<file path="src/pfsp_pkg.sv">
// pfsp_pkg: shared types and character codes for the printf conversion specifier parser
`default_nettype none

package pfsp_pkg;

    localparam logic [7:0] C_NUL    = 8'd0;
    localparam logic [7:0] C_SPACE  = 8'd32;
    localparam logic [7:0] C_MINUS  = 8'd45;
    localparam logic [7:0] C_ZERO   = 8'd48;
    localparam logic [7:0] C_NINE   = 8'd57;
    localparam logic [7:0] C_HASH   = 8'd35;
    localparam logic [7:0] C_PLUS   = 8'd43;
    localparam logic [7:0] C_STAR   = 8'd42;
    localparam logic [7:0] C_DOT    = 8'd46;
    localparam logic [7:0] C_LOW_L  = 8'd108;
    localparam logic [7:0] C_LOW_H  = 8'd104;
    localparam logic [7:0] C_UP_L   = 8'd76;

    localparam logic [30:0] SAT_MAX = 31'h7FFF_FFFF;

    localparam logic [2:0] LEN_NONE = 3'd0;
    localparam logic [2:0] LEN_H    = 3'd1;
    localparam logic [2:0] LEN_HH   = 3'd2;
    localparam logic [2:0] LEN_L    = 3'd3;
    localparam logic [2:0] LEN_LL   = 3'd4;
    localparam logic [2:0] LEN_BIGL = 3'd5;

    localparam int FLAG_SPACE = 0;
    localparam int FLAG_LEFT  = 1;
    localparam int FLAG_ZERO  = 2;
    localparam int FLAG_HASH  = 3;
    localparam int FLAG_PLUS  = 4;

    typedef enum logic [2:0] {
        PH_FLAGS = 3'd0,
        PH_WIDTH = 3'd1,
        PH_DOT   = 3'd2,
        PH_PREC  = 3'd3,
        PH_LEN   = 3'd4,
        PH_L1    = 3'd5,
        PH_H1    = 3'd6,
        PH_TYPE  = 3'd7
    } t_phase;

    typedef struct packed {
        t_phase             phase;
        logic        [4:0]  flags;
        logic        [30:0] width;
        logic signed [31:0] prec;
        logic        [2:0]  length;
    } t_state;

    typedef struct packed {
        logic               ended_early;
        logic        [7:0]  type_char;
        logic        [2:0]  length_mod;
        logic signed [31:0] prec_value;
        logic        [30:0] field_width;
        logic               flag_plus;
        logic               flag_hash;
        logic               flag_zero;
        logic               flag_left;
        logic               flag_space;
    } t_result;

    localparam t_state STATE_RESET = '{
        phase:  PH_FLAGS,
        flags:  5'd0,
        width:  31'd0,
        prec:   -32'sd1,
        length: LEN_NONE
    };

endpackage

`default_nettype wire

</file>
<file path="src/pfsp_step.sv">
// pfsp_step: next parser state and result for one character
`default_nettype none

module pfsp_step
    import pfsp_pkg::*;
(
    input  wire t_state        i_state,
    input  wire logic [7:0]    i_ch,
    input  wire logic [31:0]   i_star_arg,
    output t_state             o_state,
    output logic               o_emit,
    output t_result            o_result
);

    function automatic logic [30:0] acc_digit(input logic [30:0] acc, input logic [3:0] d);
        logic [34:0] v;
        v = {1'b0, acc, 3'b000} + {3'b000, acc, 1'b0} + {31'd0, d};
        return (v > {4'd0, SAT_MAX}) ? SAT_MAX : v[30:0];
    endfunction

    logic        is_digit;
    logic        is_flag;
    logic [3:0]  digit;
    logic [4:0]  flag_set;
    logic [31:0] mag;
    logic [30:0] star_width;
    logic        go_len;
    t_state      n_st;

    assign is_digit = (i_ch >= C_ZERO) && (i_ch <= C_NINE);
    assign digit    = 4'(i_ch - C_ZERO);
    assign mag      = 32'd0 - i_star_arg;

    always_comb begin
        flag_set = 5'd0;
        unique case (i_ch)
            C_SPACE: flag_set[FLAG_SPACE] = 1'b1;
            C_MINUS: flag_set[FLAG_LEFT]  = 1'b1;
            C_ZERO:  flag_set[FLAG_ZERO]  = 1'b1;
            C_HASH:  flag_set[FLAG_HASH]  = 1'b1;
            C_PLUS:  flag_set[FLAG_PLUS]  = 1'b1;
            default: flag_set = 5'd0;
        endcase
        is_flag = |flag_set;
    end

    always_comb begin
        if (i_star_arg[31]) begin
            star_width = mag[31] ? SAT_MAX : mag[30:0];
        end else begin
            star_width = i_star_arg[30:0];
        end
    end

    always_comb begin
        n_st   = i_state;
        go_len = 1'b0;
        o_emit = 1'b0;
        unique case (i_state.phase)
            PH_FLAGS, PH_WIDTH: begin
                if (i_state.phase == PH_FLAGS && is_flag) begin
                    n_st.flags = i_state.flags | flag_set;
                end else if (is_digit) begin
                    n_st.width = acc_digit(i_state.width, digit);
                    n_st.phase = PH_WIDTH;
                end else if (i_ch == C_STAR) begin
                    n_st.width = star_width;
                    if (i_star_arg[31]) begin
                        n_st.flags[FLAG_LEFT] = 1'b1;
                    end
                    n_st.phase = PH_DOT;
                end else if (i_ch == C_DOT) begin
                    n_st.prec  = 32'sd0;
                    n_st.phase = PH_PREC;
                end else begin
                    go_len = 1'b1;
                end
            end
            PH_DOT: begin
                if (i_ch == C_DOT) begin
                    n_st.prec  = 32'sd0;
                    n_st.phase = PH_PREC;
                end else begin
                    go_len = 1'b1;
                end
            end
            PH_PREC: begin
                if (is_digit) begin
                    n_st.prec = $signed({1'b0, acc_digit(i_state.prec[30:0], digit)});
                end else if (i_ch == C_STAR) begin
                    n_st.prec  = i_star_arg[31] ? -32'sd1 : $signed(i_star_arg);
                    n_st.phase = PH_LEN;
                end else begin
                    go_len = 1'b1;
                end
            end
            PH_LEN: go_len = 1'b1;
            PH_L1: begin
                if (i_ch == C_LOW_L) begin
                    n_st.length = LEN_LL;
                    n_st.phase  = PH_TYPE;
                end else begin
                    n_st.length = LEN_L;
                    o_emit      = 1'b1;
                end
            end
            PH_H1: begin
                if (i_ch == C_LOW_H) begin
                    n_st.length = LEN_HH;
                    n_st.phase  = PH_TYPE;
                end else begin
                    n_st.length = LEN_H;
                    o_emit      = 1'b1;
                end
            end
            PH_TYPE: o_emit = 1'b1;
        endcase

        if (go_len) begin
            priority if (i_ch == C_LOW_L) begin
                n_st.phase = PH_L1;
            end else if (i_ch == C_LOW_H) begin
                n_st.phase = PH_H1;
            end else if (i_ch == C_UP_L) begin
                n_st.length = LEN_BIGL;
                n_st.phase  = PH_TYPE;
            end else begin
                o_emit = 1'b1;
            end
        end

        o_result.flag_space  = n_st.flags[FLAG_SPACE];
        o_result.flag_left   = n_st.flags[FLAG_LEFT];
        o_result.flag_zero   = n_st.flags[FLAG_ZERO] & ~n_st.flags[FLAG_LEFT];
        o_result.flag_hash   = n_st.flags[FLAG_HASH];
        o_result.flag_plus   = n_st.flags[FLAG_PLUS];
        o_result.field_width = n_st.width;
        o_result.prec_value  = n_st.prec;
        o_result.length_mod  = n_st.length;
        o_result.type_char   = i_ch;
        o_result.ended_early = (i_ch == C_NUL);

        o_state = o_emit ? STATE_RESET : n_st;
    end

endmodule

`default_nettype wire

</file>
<file path="src/printf_format_spec_parser.sv">
// printf_format_spec_parser: top level, parser state register and result register
//
// channel   dir  width  contents
// s_axis    in   40     ch, star_arg
// m_axis    out  80+1   parsed specifier fields, tuser ended_early
//
// one character is taken per cycle unless an output stall holds the input; each transfer updates the parser state
// a type character or nul registers one result, valid in the cycle after it is taken
// input is taken whenever the result register is empty or being drained
// reset is synchronous, active low, and returns the parser to the flags phase
// output stalls hold the result register and back-pressure the input only then
`default_nettype none

module printf_format_spec_parser
    import pfsp_pkg::*;
(
    input  wire logic        i_clk,
    input  wire logic        i_rst_n,
    input  wire logic        i_s_axis_tvalid,
    output logic             o_s_axis_tready,
    input  wire logic [39:0] i_s_axis_tdata,   // ch[7:0], star_arg[39:8]
    output logic             o_m_axis_tvalid,
    input  wire logic        i_m_axis_tready,
    output logic [79:0]      o_m_axis_tdata,   // flag_space, flag_left, flag_zero,
                                               // flag_hash, flag_plus, field_width[35:5],
                                               // prec_value[67:36], length_mod[70:68],
                                               // type_char[78:71], zero pad
    output logic [0:0]       o_m_axis_tuser    // ended_early
);

    t_state  r_state;
    t_state  n_state;
    logic    step_emit;
    t_result step_result;
    logic    r_out_valid;
    t_result r_out;
    logic    in_xfer;

    pfsp_step u_step (
        .i_state    (r_state),
        .i_ch       (i_s_axis_tdata[7:0]),
        .i_star_arg (i_s_axis_tdata[39:8]),
        .o_state    (n_state),
        .o_emit     (step_emit),
        .o_result   (step_result)
    );

    assign o_s_axis_tready = !r_out_valid || i_m_axis_tready;
    assign in_xfer         = i_s_axis_tvalid && o_s_axis_tready;

    always_ff @(posedge i_clk) begin
        if (!i_rst_n) begin
            r_state     <= STATE_RESET;
            r_out_valid <= 1'b0;
        end else begin
            if (in_xfer) begin
                r_state <= n_state;
            end
            if (in_xfer) begin
                r_out_valid <= step_emit;
            end else if (i_m_axis_tready) begin
                r_out_valid <= 1'b0;
            end
        end
    end

    always_ff @(posedge i_clk) begin
        if (in_xfer && step_emit) begin
            r_out <= step_result;
        end
    end

    assign o_m_axis_tvalid = r_out_valid;
    assign o_m_axis_tuser  = r_out.ended_early;
    assign o_m_axis_tdata  = {1'b0, r_out.type_char, r_out.length_mod, r_out.prec_value,
                              r_out.field_width, r_out.flag_plus, r_out.flag_hash,
                              r_out.flag_zero, r_out.flag_left, r_out.flag_space};

    a_end_flag: assert property (@(posedge i_clk) disable iff (!i_rst_n)
        o_m_axis_tvalid |-> (o_m_axis_tuser[0] == (r_out.type_char == C_NUL)))
        else $error("ended_early does not match type character");

    a_left_zero: assert property (@(posedge i_clk) disable iff (!i_rst_n)
        o_m_axis_tvalid |-> !(r_out.flag_left && r_out.flag_zero))
        else $error("left justify and zero padding both set");

    a_prec_range: assert property (@(posedge i_clk) disable iff (!i_rst_n)
        r_state.prec == -32'sd1 || !r_state.prec[31])
        else $error("precision below minus one");

    a_emit_reset: assert property (@(posedge i_clk) disable iff (!i_rst_n)
        (in_xfer && step_emit) |=> (r_state == STATE_RESET && r_out_valid))
        else $error("parser not back in reset state after result");

    a_stall_block: assert property (@(posedge i_clk) disable iff (!i_rst_n)
        (r_out_valid && !i_m_axis_tready) |-> !o_s_axis_tready)
        else $error("input taken while result is stalled");

endmodule

`default_nettype wire

</file>
<file path="config.mk">
export PLATFORM = sky130hd
export DESIGN_NAME = printf_format_spec_parser
export DESIGN_NICKNAME = d
export VERILOG_FILES = /design/src/pfsp_pkg.sv /design/src/pfsp_step.sv /design/src/printf_format_spec_parser.sv
export SDC_FILE = /design/constraint.sdc
export NUM_CORES = 1
export LEC_CHECK = 0
export ABC_AREA = 1
export ABC_CLOCK_PERIOD_IN_PS = 15000
export BUFFER_PORTS_ARGS = -buffer_cell sky130_fd_sc_hd__buf_2
export CAP_MARGIN = 25
export CELL_PAD_IN_SITES_DETAIL_PLACEMENT = 0
export CELL_PAD_IN_SITES_GLOBAL_PLACEMENT = 1
export CORE_ASPECT_RATIO = 1.25
export CORE_MARGIN = 2
export CORE_UTILIZATION = 40
export DETAILED_ROUTE_END_ITERATION = 12
export PLACE_DENSITY = 0.83
export SLEW_MARGIN = 15
export SYNTH_ARGS = -nofsm -noshare
export SYNTH_HDL_FRONTEND = slang
export SYNTH_HIERARCHICAL = 1
export SYNTH_SLANG_ARGS = --single-unit
</file>
<file path="constraint.sdc">
create_clock -name i_clk -period 15 [get_ports i_clk]
set_input_delay 3 -clock i_clk [delete_from_list [all_inputs] [get_ports i_clk]]
set_output_delay 3 -clock i_clk [all_outputs]
set_load 0.02 [all_outputs]
</file>
==> results of run 1 <==
==> where the power goes <==
part	total, W	leakage, nW	switching (W)	internal (W)
logic	0.000725	6.25	0.000499	0.000226
clock network	0.000427	0.282	0.000191	0.000236
registers	0.000535	1.37	0.0000319	0.000503
==> final cells by class <==
cell class / instances / area, sq um
diodes: 1 / 2.50
clock buffers: 21 / 492
clock inverters: 11 / 83.8
fillers: 4000 / 20900
inverters: 269 / 1020
multi-input cells: 1760 / 9360
flip-flops and latches: 155 / 3900
well taps: 486 / 608
repair buffers: 137 / 738
==> worst max path at each step <==
stage	startpoint	endpoint	slack [ns]
2_1_floorplan	i_s_axis_tdata[5]	o_m_axis_tdata[0]	6.98
3_3_place_gp	i_s_axis_tdata[1]	r_state[67]	7.62
3_5_place_dp	i_s_axis_tdata[1]	r_state[67]	7.59
4_1_cts	i_s_axis_tdata[1]	r_state[67]	8.08
5_1_grt	i_s_axis_tdata[1]	r_state[67]	7.69
6_report	i_s_axis_tdata[1]	r_state[67]	7.99
==> flip-flops by register name, indices dropped and copies added (netlist names) <==
signal	count
o_m_axis_tuser	1
o_m_axis_tvalid	1
r_state	74
o_m_axis_tdata	79
==> stage by stage <==
stage,instance area [sq um],total power (W)
6_report,16200,0.00169
2_1_floorplan,15000,0.00109
3_5_place_dp,15600,0.00126
4_1_cts,16200,0.00169
3_3_place_gp,15600,0.00125
5_1_grt,16200,0.00180
==> routing by layer <==
metal	track usage [%]	vias to the layer above
li1	-	7576
met1	30.4	6969
met2	44.2	459
met3	2.42	100
met4	12.2	0
met5	0	-
==> cell usage after synthesis, types with 3 or more instances <==
cell / count / area, sq um
nor2_2: 6 / 37.5
buf_12: 3 / 60.1
nor3_1: 27 / 135
o21a_1: 3 / 22.5
o22ai_1: 28 / 175
nand3_1: 239 / 1200
inv_1: 255 / 957
a21o_1: 5 / 37.5
fa_1: 4 / 80.1
nand4_1: 7 / 43.8
buf_6: 21 / 236
a31oi_1: 6 / 37.5
xor2_1: 25 / 219
clkbuf_1: 16 / 60.1
nand2_2: 9 / 56.3
a221oi_1: 4 / 35.0
o21ai_0: 69 / 345
nand2_1: 659 / 2470
o21bai_1: 4 / 30.0
edfxtp_1: 80 / 2400
ha_1: 123 / 1540
nand3_2: 36 / 360
dfxtp_1: 75 / 1500
nand3b_1: 10 / 75.1
inv_2: 12 / 45.0
nand2_4: 3 / 33.8
nor2_4: 3 / 33.8
a21oi_2: 34 / 298
a21oi_1: 136 / 681
nor2_1: 274 / 1030
buf_2: 32 / 160
xnor2_1: 17 / 149
buf_4: 26 / 195
o211ai_1: 3 / 22.5
o21ai_1: 5 / 25.0
==> kinds of logic after synthesis <==
group	share of synthesized area (%)
xor+xnor	2.45
compound gates	11.9
fa+ha+maj	10.8
other cells	0.0250
flops	26.0
buf+inv	11.6
simple gates	37.2
==> worst max-delay path: cells and delay by family <==
kind	cells	cell delay, ns
compound gates	1	0.27
buf+inv	7	2.36
simple gates	11	1.55
==> cells in the final DEF, fill, tap and decap left out, types with 4 or more instances in the layout <==
cell type    n
nor3_1      27
nand3_1    239
nor2_4       4
o21ai_0     69
o21bai_1     4
nand3b_1    10
a21oi_2     34
xnor2_1     17
ha_1       123
buf_2      124
fa_1         4
nand2_1    659
o22ai_1     28
a21oi_1    136
xor2_1      25
clkbuf_16   18
inv_2       12
nand3_2     36
nand2_4      4
a31oi_1      6
a21o_1       5
nor2_1     272
a221oi_1     4
o21ai_1      5
buf_4       12
nor2_2       7
nand2_2      8
inv_1      255
clkinv_4     4
dfxtp_1     75
nand4_1      7
edfxtp_1    80
==> summary.md, run 1 <==
| Metric | Value |
|---|---|
| Peak supply drop | `0.0763 mV` |
| Worst path cell trace | `buf_2 > nor2_1 > nor2_1 > nor2_2 > buf_4 > inv_2 > nand2_4 > o22ai_2 > inv_2 > nand3_4 > nand2_2 > nand2_4 > buf_4 > clkinv_8 > and2_1 > inv_1 > nand3_1 > nand2_1 > nor2_1` |
| Vias | `15100` |
| Slew HR | `34.3%` |
| Setup Viol. Count Final | `0` |
| Met1 WL | `20.3 mm` |
| Post-CTS sizing | `0` |
| Clk Tree Root Cell | `clkbuf_16` |
| Final WS setup | `7.99 ns` |
| Maxcap violations | `0` |
| Uppermost routed layer | `met4` |
| Worst min-delay path startpoint | `r_state[70]` |
| Met2 wire length | `23.8 mm` |
| Row count | `79` |
| Number of register bits inferred by synthesis | `155` |
| Min Tclk post-route | `7.01 ns` |
| Syn_nets | `2454` |
| CTS tree | `yes` |
| Clk_lat worst skew | `0.46 ns` |
| Hold WC Path Type | `flip-flop to flip-flop` |
| Placed insts | `2806` |
| Clock Sinks | `155` |
| Number of hold buffers added after CTS | `0` |
| Worst Hold End | `r_state[70]` |
| Post-synthesis cell count | `2283` |
| PD cells | `104 nW/um^2` |
| Leakage | `7.90 nW` |
| Yosys cell types | `55` |
| Die Width | `177 microns` |
| Crit-path most repeated cell | `nor2_1` |
| Fin. max-slew vios | `0` |
| Metal3 WL | `2.14 mm` |
| Layout cells sized above 1 | `12.0%` |
| First-pass GRT wire length | `76.7 mm` |
| TritonRoute pass-1 iters | `6` |
| Avg Vias per Cell | `5.32` |
| Worst reg2reg startpoint | `r_state[35]` |
| Layout Skew | `0.0110 ns` |
| Port buffer count | `125` |
| H-tree levels | `4` |
| WL/cell | `17.0 microns` |
| Total wire length | `48.2 mm` |
| Reg-to-Reg End | `r_state[38]` |
| Iter 0 DRT Violations | `1246` |
| Remaining DRCs | `0` |
| Crit path launch type | `input pin` |
| Setup Crit Path Kind | `input pin to flip-flop` |
| Area Growth Syn to Fin | `8.17%` |
| Clk slew on worst S/H paths | `0.06 ns` |
| HPWL Detailed | `35.8 mm` |
| Top Ports | `127` |
| Final Hold Violating Endpoints | `0` |
| RSZ-0062 raised after global routing | `no` |
| Largest net degree at the start of global routing | `81` |
| Crit end category | `flip-flop` |
| Req. time, crit path | `15.35 ns` |
| Total gr overflow | `0` |
| Cts bufs inserted | `17` |
| Hold Worst Slack | `0.488 ns` |
| Highest-delay cell along the critical path | `inv_2` |
| Hold depth | `2` |
| Worst slew pin tran | `0.985 ns` |
| Reg-to-reg slack, setup | `11.06 ns` |
| Chip height | `220 microns` |
| Post-synth EDFFs | `80` |
| Reg2reg path depth | `21` |
| Starting density of the core | `40.4%` |
| Number of global-route vias before repair | `14700` |
| GRT Total Usage | `25.1%` |
| Sequential area share after synthesis | `26.0%` |
| Die ar. | `39000 sq um` |
| Final Core Density | `43.7%` |
| Syn Area/Cell | `6.56 sq um` |
| Outcome | `complete, no violations` |
| Initial antenna violation count | `1` |
| Critical Path AT | `7.36 ns` |
| Critical path fanouts, max | `59` |
| FFs w/ async S/R, synth | `0%` |
| FMAX | `143 MHz` |
| CP peak stage delay | `0.76 ns` |
| Gpl congestion | `0.900` |
| NumNets Final | `2511` |
| Routed Antenna Nets | `0` |
| Mapped cell area | `15000 sq um` |
| YS warnings | `6` |
| Number of setup buffers added after CTS | `0` |
| Core area | `37100 sq um` |
| Worst-case clock buffer depth | `2` |
| Worst slack, placed | `7.59 ns` |
| Final instance count without filler cells | `2840` |
| Final Cycle Share | `46.8%` |
| Synth Flop Type | `edfxtp_1` |
| Setup TNS Final | `0 ns` |
No activity file was read; power rests on OpenSTA's default activity.
==> run 2, diff against run 1 <==
Settings changed: ABC_AREA 1 to 0, ABC_CLOCK_PERIOD_IN_PS 15000 to 6600, PLACE_DENSITY 0.83 to 0.79.
Clock period 15 ns to 6.6 ns, I/O delays scaled along.
==> run 2 against run 1 <==
Against the previous run: register-to-register slack lost 9.1 ns; sequential share of layout area is 1.9 points higher; area after synthesis fell by 9.2%; hold slack lost 0.027 ns; sequential cell count did not move; critical path type unchanged; total power grew 86%; via count down 16%; largest power group is now clock; global-route usage decreased by 0.75 points; first-iteration DRC count fell by 30%; final area is 7.3% lower; core utilization rose by 1.0 points; die area is 9.0% lower; critical endpoint is now r_state[8].
==> summary.md, run 2 <==
| Metric | Value |
|---|---|
| Maxcap violations | `0` |
| Leakage | `6.29 nW` |
| Chip height | `210 microns` |
| Routed Antenna Nets | `0` |
| H-tree levels | `4` |
| Crit path max-delay family | `compound AO/OA/AOI/OAI gates` |
| Dpl cell area | `14400 sq um` |
| Port buffer count | `125` |
| Layout Skew | `0.0129 ns` |
| Post-synth top cells | `nand2_1, a21oi_1, ha_1, nor2_1, o21ai_0` |
| Ant. Diodes | `0` |
| HPWL Detailed | `31.4 mm` |
| Highest-delay cell along the critical path | `o211a_4` |
| TritonRoute pass-1 iters | `5` |
| Iter 0 DRT Violations | `873` |
| Number of hold buffers added after CTS | `0` |
| Vias | `12700` |
| Outcome | `complete, no violations` |
| Tot Pwr | `0.00314 W` |
| Largest net degree at the start of global routing | `88` |
| Sw Ratio | `33.9%` |
| Synth Flop Type | `edfxtp_1` |
| Area Growth Syn to Fin | `10.4%` |
| Crit-path most repeated cell | `fa_1` |
| Clk Tree Root Cell | `clkbuf_16` |
| Peak supply drop | `0.140 mV` |
| Switching power | `0.00106 W` |
| CTS tree | `yes` |
| Slew HR | `31.7%` |
| Layout cells sized above 1 | `12.8%` |
| First-pass GRT wire length | `67.4 mm` |
| Ranking of synthesized cells by area | `edfxtp_1, ha_1, dfxtp_1, nand2_1, a21oi_1` |
| RSZ-0062 raised after global routing | `no` |
| Post-synthesis cell count | `1638` |
| Comb power frac | `29.3%` |
| CP peak stage delay | `0.55 ns` |
| Sequential area share after synthesis | `28.7%` |
| Setup Viol. Count Final | `0` |
| WL/cell | `20.5 microns` |
| GRT Total Usage | `24.3%` |
| Yosys top cell area share | `17.7%` |
| Final instance count without filler cells | `2123` |
| Clock Sinks | `155` |
| Starting density of the core | `40.5%` |
| Crit end category | `flip-flop` |
| NumNets Final | `1858` |
| Crit path launch type | `input pin` |
| Avg Vias per Cell | `5.99` |
| Cell area after layout | `15000 sq um` |
| Clk slew on worst S/H paths | `0.06 ns` |
| Hold depth | `2` |
| Remaining DRCs | `0` |
| Critical path fanouts, max | `25` |
| FMAX | `189 MHz` |
| Die ar. | `35500 sq um` |
| Number of register bits inferred by synthesis | `155` |
| Core area | `33600 sq um` |
| Number of global-route vias before repair | `12100` |
| Fillers | `3387` |
| Row count | `75` |
| Setup Crit Path Kind | `input pin to flip-flop` |
| Post-CTS sizing | `0` |
| Clock power frac | `35.6%` |
| Fin. max-slew vios | `0` |
| Total wire length | `43.5 mm` |
| Worst-case clock buffer depth | `2` |
| Final Cycle Share | `80.0%` |
| Yosys cell types | `94` |
| Int Power | `0.00207 W` |
| Cts bufs inserted | `17` |
| Worst slew pin tran | `1.02 ns` |
| Reg2reg path depth | `14` |
| Req. time, crit path | `6.88 ns` |
| Most frequent cells in the layout | `nand2_1, a21oi_1, buf_2, ha_1, nor2_1` |
| Most common cell in the synthesized netlist | `nand2_1` |
| Mapped cell area | `13600 sq um` |
| Initial antenna violation count | `0` |
| Worst path cell trace | `buf_2 > inv_1 > fa_1 > fa_1 > and2b_2 > o2111ai_4 > a2111oi_4 > nor2_2 > o22a_4 > o21ai_1 > o211a_4 > a21oi_1 > a221o_1 > nand3_1 > o211ai_1` |
| Min Tclk post-route | `5.28 ns` |
| Levels on crit path | `15` |
| Die Width | `169 microns` |
| Number of setup buffers added after CTS | `0` |
| YS warnings | `6` |
| Critical Path AT | `5.56 ns` |
| FFs w/ async S/R, synth | `0%` |
| Synth area leader | `edfxtp_1` |
| Reg power frac | `35.1%` |
| Hold WC Path Type | `flip-flop to flip-flop` |
| Clk_lat worst skew | `0.46 ns` |
| Syn_nets | `1809` |
| Setup TNS Final | `0 ns` |
| Final Hold Violating Endpoints | `0` |
| Syn Area/Cell | `8.31 sq um` |
| Placed insts | `2091` |
| Buf/Inv on CP | `2` |
| Top Ports | `127` |
| PD cells | `209 nW/um^2` |
| Gpl congestion | `0.929` |
| Post-synth EDFFs | `80` |
| Commonest non-fill, non-tap cell in the layout | `nand2_1` |
| Number of flip-flops under the largest register name | `79` |
| Total gr overflow | `0` |
## run 2: cells by family after synthesis
| logic type | share of synthesized area [%] |
|---|---|
| buffers and inverters | 6.11 |
| AO/OA/AOI/OAI | 26.7 |
| flip-flops | 28.7 |
| XOR/XNOR | 5.08 |
| multiplexers | 3.47 |
| AND/OR/NAND/NOR | 18.0 |
| other | 0.0276 |
| adder cells (fa/ha/maj) | 11.9 |
## run 2: power by group through the flow
stage	registers [W]	logic [W]	clock network, W
after floorplan	0.00116	0.000626	0
after global placement	0.00112	0.000905	0
after detailed placement	0.00112	0.000907	0
after CTS	0.00110	0.000915	0.00114
after global routing	0.00111	0.00101	0.00117
final	0.00110	0.000920	0.00112
## run 2: final timing paths
path              slack [ns]          end               from
setup reg to reg        2.00   r_state[8]         r_state[3]
setup / recovery        1.32   r_state[8]  i_s_axis_tdata[3]
hold / removal          0.46  r_state[67]        r_state[67]
hold reg to reg         0.46  r_state[67]        r_state[67]
## run 2: per-layer routing
layer	GRT usage [%]	vias up	routed length [microns]
met4	10.6	0	1620
met3	3.91	96	2110
met2	42.8	376	22000
met5	0	-	0
li1	-	6173	-
met1	29.2	6072	17800
## run 2: worst reg2reg max path, stage by stage (launching register included)
cell       delay [ns]
dfxtp_1          0.41
inv_1            0.10
fa_1             0.54
fa_1             0.47
and2b_2          0.27
o2111ai_4        0.14
a2111oi_4        0.42
nor2_2           0.10
o22a_4           0.26
o21ai_1          0.46
o211a_4          0.55
a21oi_1          0.17
a221o_1          0.38
nand3_1          0.07
o211ai_1         0.10
## run 2: through the flow
step | hold slack (ns) | utilization (%) | worst slack (ns)
finish | 0.462 | 44.7 | 1.32
global route | 0.476 | 44.7 | 1.13
CTS | 0.462 | 44.7 | 1.39
detailed placement | 0.451 | 42.8 | 0.911
global placement | 0.443 | 42.8 | 1.04
floorplan | 0.434 | - | 0.808
## run 2: final cells by class
type                            instances  area [sq um]  share of cell area (%)
Clock buffer                           22           495                    3.30
Clock inverter                         10           160                    1.07
Inverter                               79           297                    1.97
Multi-Input combinational cell       1294          8900                    59.2
Sequential cell                       155          3900                    26.0
Tap cell                              423           529                    3.52
Timing Repair Buffer                  140           741                    4.93
==> run 3, diff against run 2 <==
Settings changed: ABC_AREA 0 to 1, ABC_CLOCK_PERIOD_IN_PS 6600 to 4600, PLACE_DENSITY 0.79 to 0.86.
Clock period 6.6 ns to 4.6 ns, I/O delays scaled along.
==> run 3 against run 2 <==
Against the previous run: count of clock-buffer cells in the layout down 4; clock skew up 0.0022 ns; critical path depth up 7; non-clock buffer count up 7; total power up 78%; critical endpoint is now r_state[25]; highest routed layer unchanged.
==> summary.md, run 3 (synthesized netlist as in run 1, its figures left out) <==
| Metric | Value |
|---|---|
| Min Tclk post-route | `3.97 ns` |
| Clk_lat worst skew | `0.46 ns` |
| WL/cell | `17.3 microns` |
| Iter 0 DRT Violations | `1090` |
| Clock Sinks | `155` |
| Number of setup buffers added after CTS | `0` |
| Buf/Inv on CP | `4` |
| HPWL Detailed | `37.0 mm` |
| Starting density of the core | `40.4%` |
| Largest net degree at the start of global routing | `70` |
| Top Ports | `127` |
| Die ar. | `39000 sq um` |
| Setup Crit Path Kind | `input pin to flip-flop` |
| Ant. Diodes | `0` |
| Initial antenna violation count | `0` |
| Setup TNS Final | `0 ns` |
| Cts bufs inserted | `17` |
| Core area | `37100 sq um` |
| Req. time, crit path | `4.91 ns` |
| Clk slew on worst S/H paths | `0.07 ns` |
| Remaining DRCs | `0` |
| Cell area after layout | `16300 sq um` |
| Peak supply drop | `0.276 mV` |
| Chip height | `220 microns` |
| Clk Tree Root Cell | `clkbuf_16` |
| Dpl cell area | `15700 sq um` |
| Final Cycle Share | `86.2%` |
| CP peak stage delay | `0.56 ns` |
| Number of flip-flops under the largest register name | `79` |
| Maxcap violations | `0` |
| Fillers | `3959` |
| H-tree levels | `4` |
| Total wire length | `49.4 mm` |
| Hold WC Path Type | `flip-flop to flip-flop` |
| Gpl congestion | `0.928` |
| Number of hold buffers added after CTS | `0` |
| Post-CTS sizing | `0` |
| Final Hold Violating Endpoints | `0` |
| Crit path launch type | `input pin` |
| Area Growth Syn to Fin | `8.61%` |
| Port buffer count | `125` |
| Highest-delay cell along the critical path | `fa_1` |
| Crit path max-delay family | `simple AND/OR/NAND/NOR gates` |
| Worst slew pin tran | `0.828 ns` |
| Tot Pwr | `0.00559 W` |
| Most frequent cells in the layout | `nand2_1, nor2_1, inv_1, nand3_1, a21oi_1` |
| Worst-case clock buffer depth | `2` |
| Crit-path most repeated cell | `nand2_1` |
| Routed Antenna Nets | `0` |
| Hold depth | `2` |
| PD cells | `343 nW/um^2` |
| Reg2reg path depth | `21` |
| Row count | `79` |
| GRT Total Usage | `25.5%` |
| Total gr overflow | `0` |
| Number of global-route vias before repair | `14800` |
| Layout cells sized above 1 | `12.3%` |
| Crit end category | `flip-flop` |
| Worst slack, placed | `0.196 ns` |
| NumNets Final | `2521` |
| CTS tree | `yes` |
| Final Core Density | `43.9%` |
| Layout Skew | `0.0152 ns` |
| FMAX | `252 MHz` |
| Fin. max-slew vios | `0` |
| TritonRoute pass-1 iters | `5` |
| Slew HR | `44.8%` |
| Critical path fanouts, max | `25` |
| Worst path cell trace | `buf_2 > inv_2 > fa_1 > inv_1 > ha_1 > nand3_1 > nand2_1 > nand3_1 > nand3_1 > nand2_1 > nand2_1 > nand2_1 > nand2_1 > nand2_1 > nand2_1 > nor2_2 > buf_4 > nand3_1 > nand2_1 > nand3_2 > nand3_1 > nand3_1` |
| Die Width | `177 microns` |
| Critical Path AT | `4.27 ns` |
| Leakage | `7.93 nW` |
| Vias | `15300` |
| RSZ-0062 raised after global routing | `no` |
| Setup Viol. Count Final | `0` |
| Outcome | `complete, no violations` |
| First-pass GRT wire length | `77.9 mm` |
| Commonest non-fill, non-tap cell in the layout | `nand2_1` |
| Final WS setup | `0.634 ns` |
| Levels on crit path | `22` |
| Avg Vias per Cell | `5.36` |
[run 3: layout make-up]
| type | count | area, sq um | share of cell area (%) |
|---|---|---|---|
| clock inverters | 14 | 148 | 0.907 |
| clock buffers | 18 | 429 | 2.64 |
| well taps | 486 | 608 | 3.74 |
| multi-input cells | 1760 | 9360 | 57.5 |
| inverters | 269 | 1020 | 6.28 |
| flip-flops and latches | 155 | 3900 | 24.0 |
| repair buffers | 147 | 806 | 4.95 |
[run 3: power by group]
group | switching [W] | internal (W)
combinational | 0.00165 | 0.000757
clock | 0.000644 | 0.000799
sequential | 0.000101 | 0.00164
total | 0.00239 | 0.00320
[run 3: per-layer routing]
| metal | up-vias | global-route usage (%) | wire [microns] |
|---|---|---|---|
| met5 | - | 0 | 0 |
| met4 | 0 | 13.3 | 2250 |
| met3 | 121 | 2.51 | 2120 |
| met2 | 504 | 45.8 | 24700 |
| met1 | 7049 | 29.9 | 20300 |
| li1 | 7587 | - | - |
[run 3: worst paths after layout]
kind,from,endpoint,slack [ns]
worst max register to register,r_state[3],r_state[25],0.79
worst min register to register,r_state[68],r_state[68],0.49
worst max-delay path,i_s_axis_tdata[3],r_state[25],0.63
worst min-delay path,r_state[68],r_state[68],0.49
[run 3: worst reg2reg max path, cell delays in order (launching register included)]
cell and delay, ns:
dfxtp_1 0.38, inv_1 0.11, fa_1 0.61, inv_1 0.06, ha_1 0.28, nand3_1 0.08
nand2_1 0.10, nand3_1 0.09, nand3_1 0.14, nand2_1 0.11, nand2_1 0.16, nand2_1 0.14
nand2_1 0.06, nand2_1 0.06, nand2_1 0.08, nor2_2 0.28, buf_4 0.39, nand3_1 0.16
nand2_1 0.12, nand3_2 0.06, nand3_1 0.09, nand3_1 0.08
[run 3: through the flow]
step	instances	hold WS, ns
detailed placement	2817	0.476
global placement	2817	0.463
floorplan	2283	0.446
CTS	2849	0.495
finish	2849	0.491
global route	2849	0.519
